**src/rtl/plu_divider.sv**
```systemverilog
// Restoring divider, one quotient bit per cycle: 64-bit dividend, 32-bit
// divisor (33-bit magnitude). Depends on nothing but the clock and reset.
`default_nettype none
module plu_divider (
    input  wire         i_clk,
    input  wire         i_rst_n,
    input  wire         i_start,
    input  wire  [63:0] i_num,
    input  wire  [32:0] i_den,
    output logic        o_done,
    output logic [63:0] o_quo
);
    logic [63:0] r_quo, n_quo;
    logic [33:0] r_rem, n_rem;
    logic [32:0] r_den;
    logic [6:0]  r_cnt, n_cnt;
    logic        r_busy, n_busy;
    logic [33:0] w_sh;

    always_comb begin
        w_sh   = {r_rem[32:0], r_quo[63]};
        n_rem  = r_rem;
        n_quo  = r_quo;
        n_cnt  = r_cnt;
        n_busy = r_busy;
        o_done = 1'b0;
        if (i_start) begin
            n_rem  = '0;
            n_quo  = i_num;
            n_cnt  = 7'd0;
            n_busy = 1'b1;
        end else if (r_busy) begin
            if (w_sh >= {1'b0, r_den}) begin
                n_rem = w_sh - {1'b0, r_den};
                n_quo = {r_quo[62:0], 1'b1};
            end else begin
                n_rem = w_sh;
                n_quo = {r_quo[62:0], 1'b0};
            end
            n_cnt = r_cnt + 7'd1;
            if (r_cnt == 7'd63) begin
                n_busy = 1'b0;
            end
        end else begin
            o_done = 1'b1;
        end
    end

    always_ff @(posedge i_clk) begin
        if (!i_rst_n) begin
            r_busy <= 1'b0;
        end else begin
            r_busy <= n_busy;
        end
        if (i_start) begin
            r_den <= i_den;
        end
        r_rem <= n_rem;
        r_quo <= n_quo;
        r_cnt <= n_cnt;
    end
    assign o_quo = r_quo;
endmodule
`default_nettype wire

```
**config.mk**
```make
export PLATFORM = sky130hd
export DESIGN_NAME = plu_divider
export DESIGN_NICKNAME = d
export VERILOG_FILES = /design/src/rtl/plu_divider.sv
export SDC_FILE = /design/constraint.sdc
export NUM_CORES = 1
export LEC_CHECK = 0
export BUFFER_PORTS_ARGS = -buffer_cell sky130_fd_sc_hd__buf_4
export CAP_MARGIN = 15
export CORE_MARGIN = 5
export CORE_UTILIZATION = 55
export DETAILED_ROUTE_END_ITERATION = 7
export PLACE_DENSITY = 0.87
export SETUP_SLACK_MARGIN = 0.15
export SLEW_MARGIN = 20
export SYNTH_ARGS = -nofsm -noshare
export SYNTH_HDL_FRONTEND = slang
export SYNTH_SLANG_ARGS = --single-unit
export TNS_END_PERCENT = 1
```
**constraint.sdc**
```tcl
create_clock -name i_clk -period 4.2 [get_ports i_clk]
set_input_delay 0.21 -clock i_clk [delete_from_list [all_inputs] [get_ports i_clk]]
set_output_delay 0.21 -clock i_clk [all_outputs]
set_load 0.01 [all_outputs]
```
Yosys cells after proc, flatten, opt, wreduce, memory -nomap -nowiden
Cells that the tools add are included.
Word-level totals
  flip-flop bits (word level): 138
  input bits: 100
  output and inout port bits: 65
  logic and storage cells: 19
Cells by class
  add/sub/neg operators: 2
  magnitude comparators: 1
  eq/ne operators: 1
  muxes and demuxes: 9
  reduce and logical (&&, ||, !) cells: 1
Operator list (count)
  2-to-1 mux 64 bit: 2
  greater-or-equal comparator 34 x 33 -> 1 bit: 1
  2-to-1 mux 33 bit: 1
  subtractor 33 bit: 1
  adder 7 x 1 -> 7 bit (second input constant): 1
  equality test 7 x 6 -> 1 bit (second input constant): 1
  2-to-1 mux 1 bit: 6
  nonzero test 2 bit: 1

Longest topological paths before layout
  depth after elaboration: 4
  gate-level depth with buffers: 15
  mapped depth without buffers: 14

Worst setup path after synthesis
OpenSTA, ideal clock, no wires.
  path kind: flip-flop to flip-flop
  from: register r_quo[63] (netlist: o_quo[63])
  to: register r_rem[22]
  library setup time: 129 ps
  data arrival time: 3162 ps
  required time: 4071 ps
  setup slack: 909 ps
  cell stages (with the launch flop): 16
  buffers on the path: 1
  clock period less this slack: 3291 ps
  cells stage by stage: edfxtp_1 inv_1 ha_1 inv_1 fa_1 a211oi_1 o21bai_1 a32o_2 o21ai_2 o21ai_2 a221oi_2 o31a_4 buf_6 mux2_2 mux2i_1 nor2_1
Between the ends
  longest elaborated chain between the ends: 2
  elaborated cells between the ends (all ways): 3
  those cells by class: add/sub (1); order compare (1); mux (1)
Ends and longest elaborated chain
  start: declaration: line 13  | logic [63:0] r_quo, n_quo;
  start signal: assignment: line 59  | r_quo <= n_quo;
  subtractor 33 bit or greater-or-equal comparator 34 x 33 -> 1 bit (tied branches): line 34, 33
  2-to-1 mux 33 bit (*): line 33  | if (w_sh >= {1'b0, r_den}) begin
  end signal: assignment: line 58  | r_rem <= n_rem;
  end: declaration: line 14  | logic [33:0] r_rem, n_rem;
Every way passes the cells marked *; elsewhere a longest branch is shown, timed or not.
A chain may end at the register's enable or synchronous reset.

Worst setup path after layout
  from: register r_quo[63] (netlist: o_quo[63])
  to: register r_rem[1]
The elaborated chain is that of the path after synthesis.

==> impl_metrics.env <==
export IMPL_status="complete, no violations"
export IMPL_grt_pass1_vias=5986
export IMPL_viasPerCell=5.632
export IMPL_cts_max_level=4
export IMPL_switching_share_pct=28.16
export IMPL_ys_dominant_reg_cell="edfxtp_1"
export IMPL_dr_wl_met3_um=1592
export IMPL_min_period_ns=3.720
export IMPL_vias=5790
export IMPL_die_x_um=126.6
export IMPL_drive_gt1_share_pct=36.27
export IMPL_syn_area_sq_mm=0.007482
export IMPL_syn_avg_cell_area_sq_um=11.42
export IMPL_clk_insertion_delay_late_ns=0.43
export IMPL_dr_pass1_iters=5
export IMPL_arrival_ns=3.99
export IMPL_path_cells="inv_1, ha_1, inv_1, fa_1, a211oi_1, o21bai_1, a32o_2, o21ai_2, o21ai_2, a221oi_4, o31a_4, buf_12, mux2i_1, a211oi_1"
export IMPL_syn_to_final_growth_pct=29.85
export IMPL_synthDominantCellAreaShare_pct=38.93
export IMPL_overflow=0
export IMPL_drt_met1_wl_um=7577
export IMPL_final_common_cell="buf_4"
export IMPL_wirelength_um=18920
export IMPL_p_per_area_mw_per_mm2=416.3
export IMPL_routedWlPerCell_um=18.41
export IMPL_synth_top_cell_by_area="edfxtp_1"
export IMPL_layout_common_cells="buf_4, edfxtp_1, nor2_1"
export IMPL_setup_viol=0
export IMPL_slowest_stage="edfxtp_1"
export IMPL_clkSlewWorstSetupHoldPaths_ns=0.06
export IMPL_num_antenna_cells=0
export IMPL_num_rows=42
export IMPL_io_buffer_count=164
export IMPL_antenna_found_initial=0
export IMPL_syn_num_nets=790
export IMPL_dieArea_sq_mm=0.01604
export IMPL_dp_hpwl_um=12700
export IMPL_synth_edff_count=97
export IMPL_hold_class="input pin to flop"
export IMPL_dp_worst_setup_slack_ns=0.5005
export IMPL_startpoint_type="flop"
export IMPL_fin_ws_ns=0.4805
export IMPL_grt_max_degree=137
export IMPL_nets=976
export IMPL_postRouteAntennaNets=0
export IMPL_p_int_mw=2.906
export IMPL_async_flop_share_pct=0
export IMPL_worst_path_buf_inv=3
export IMPL_seqPwrFrac_pct=41.7
export IMPL_clock_path_buffers=2
export IMPL_p_comb_share_pct=23.0
export IMPL_fmax_mhz=268.9
export IMPL_ios=165
export IMPL_synth_seq_cells=138
export IMPL_cp_max_fo=32
export IMPL_initial_core_util_pct=56.28
export IMPL_worst_pin_slew_ns=0.7719
export IMPL_topRoutingLayerUsed="met4"
export IMPL_drtIter0Drc=464
export IMPL_ys_seq_area_share_pct=49.90
export IMPL_hold_viol=0
export IMPL_wl_met2_um=9503
export IMPL_min_period_over_period_pct=88.56
export IMPL_path_delay_family="compound AO/OA/AOI/OAI gates"
export IMPL_rsz0062_at_grt="no"
export IMPL_die_y_um=126.6
export IMPL_yosysUniqueCellTypes=62
export IMPL_ir_worst_vdd_mv=0.2801
export IMPL_cts_sinks=138
export IMPL_maxCapViolations=0
export IMPL_final_setup_tns_ns=0
export IMPL_worstPathRequired_ns=4.47
export IMPL_synth_area_top_cells="edfxtp_1, dfxtp_1, mux2_2, ha_1, nor2_1"
export IMPL_synthCells=655
export IMPL_track_usage_pct=23.77
export IMPL_yosysWarnings=0
export IMPL_slew_headroom_pct=48.54
export IMPL_gp_congestion=0.9320
export IMPL_core_area_sq_mm=0.01330
export IMPL_power_leakage_nw=4.147
export IMPL_clock_skew_ns=0.01435
export IMPL_drv_slew=0
export IMPL_cts_tree="done"
export IMPL_worstSetupEndpointType="flop"
export IMPL_grt_pass1_wl_um=30350
export IMPL_power_frac_clock_pct=35.2
export IMPL_max_stage_delay_ns=0.44
export IMPL_cts_made_buffers=17
export IMPL_power_switching_mw=1.139
export IMPL_drcViolationCount=0
export IMPL_root_buffer="clkbuf_16"
export IMPL_path_class="flop to flop"
-- worst paths after layout --
check / cells after the start / end / slack (ns) / startpoint
max: 14 / r_rem[1]$_SDFFE_PP0P_ / 0.48 / o_quo[63]$_DFFE_PN_
min reg2reg: 2 / r_cnt[5]$_SDFFE_PP0P_ / 0.51 / r_cnt[5]$_SDFFE_PP0P_
min: 2 / o_quo[33]$_DFFE_PN_ / 0.08 / i_num[33]
max reg2reg: 14 / r_rem[1]$_SDFFE_PP0P_ / 0.48 / o_quo[63]$_DFFE_PN_
-- metal layers --
layer / vias to the layer above / GRT usage, %
li1: 2786 / -
met1: 2760 / 28.31
met2: 217 / 40.66
met3: 27 / 8.701
met4: 0 / 6.562
met5: - / 0
-- cells in the mapped netlist, types with 3 or more instances --
cell type  count
nand2_1       23
nor2_1        68
a31oi_1        3
a211oi_2      19
mux2_2        65
o21ai_0       20
edfxtp_1      97
buf_1          5
a22oi_1        5
buf_2          4
clkbuf_1      21
a211oi_1       9
dfxtp_1       41
nand3_1        5
or3_1          4
a21oi_1       36
inv_1         46
mux2i_1        9
nor3_1         6
o21bai_1       5
ha_1          34
xor2_1        16
nand4_1       16
xnor2_1       14
a21oi_2       17
a21o_1        17
-- repair_timing --
action	in CTS	in global routing
endpoints found under the hold margin	34	0
buffers inserted	0	0
hold buffers	34	0
gates resized for setup	0	1
endpoints found under the setup margin	0	4
-- final cells by class --
| type | count | area, sq um |
|---|---|---|
| Tap cell | 176 | 220.2 |
| Multi-Input combinational cell | 436 | 3407 |
| Fill cell | 892 | 3580 |
| Sequential cell | 138 | 3735 |
| Timing Repair Buffer | 202 | 1627 |
| Inverter | 46 | 172.7 |
| Clock inverter | 13 | 128.9 |
| Clock buffer | 17 | 425.4 |
-- power by group through the flow --
stage          clock (mW)  sequential, mW  combinational [mW]
4_1_cts              1.44            1.68               0.917
3_5_place_dp            0            1.71               0.882
6_report             1.43            1.69               0.932
5_1_grt              1.51            1.70                1.02
2_1_floorplan           0            1.72               0.570
3_3_place_gp            0            1.70               0.853
-- flip-flops by register name (all words and copies together) (netlist names) --
signal,flops
r_rem,33
r_cnt,7
o_quo,64
r_busy,1
r_den,33
-- logic make-up after synthesis --
logic type	after synthesis	share of synthesized area [%]
DFF	138	49.90
adders and majority gates	35	5.953
buffers and inverters	82	4.850
AOI/OAI and AO/OA	159	16.25
muxes	74	10.99
xor gates and xnor gates	30	3.512
and+or+nand+nor	137	8.545
-- worst reg2reg max path: stages, from the launching register on --
cell and delay, ns:
edfxtp_1 0.44, inv_1 0.09, ha_1 0.15, inv_1 0.08, fa_1 0.42, a211oi_1 0.35, o21bai_1 0.15, a32o_2 0.27
o21ai_2 0.20, o21ai_2 0.11, a221oi_4 0.39, o31a_4 0.34, buf_12 0.25, mux2i_1 0.25, a211oi_1 0.09
-- stage by stage --
step           hold slack, ns  util [%]  total power [mW]  area [sq um]  cells
2_1_floorplan          0.3089         -             2.291          7482    655
3_3_place_gp           0.3882     66.19             2.555          8800    963
3_5_place_dp           0.3893     66.19             2.589          8800    963
4_1_cts               0.07494     72.92             4.046          9694   1027
5_1_grt               0.06920     73.08             4.231          9716   1028
6_report              0.08186     73.08             4.045          9716   1028
No activity file was read; power rests on OpenSTA's default activity.
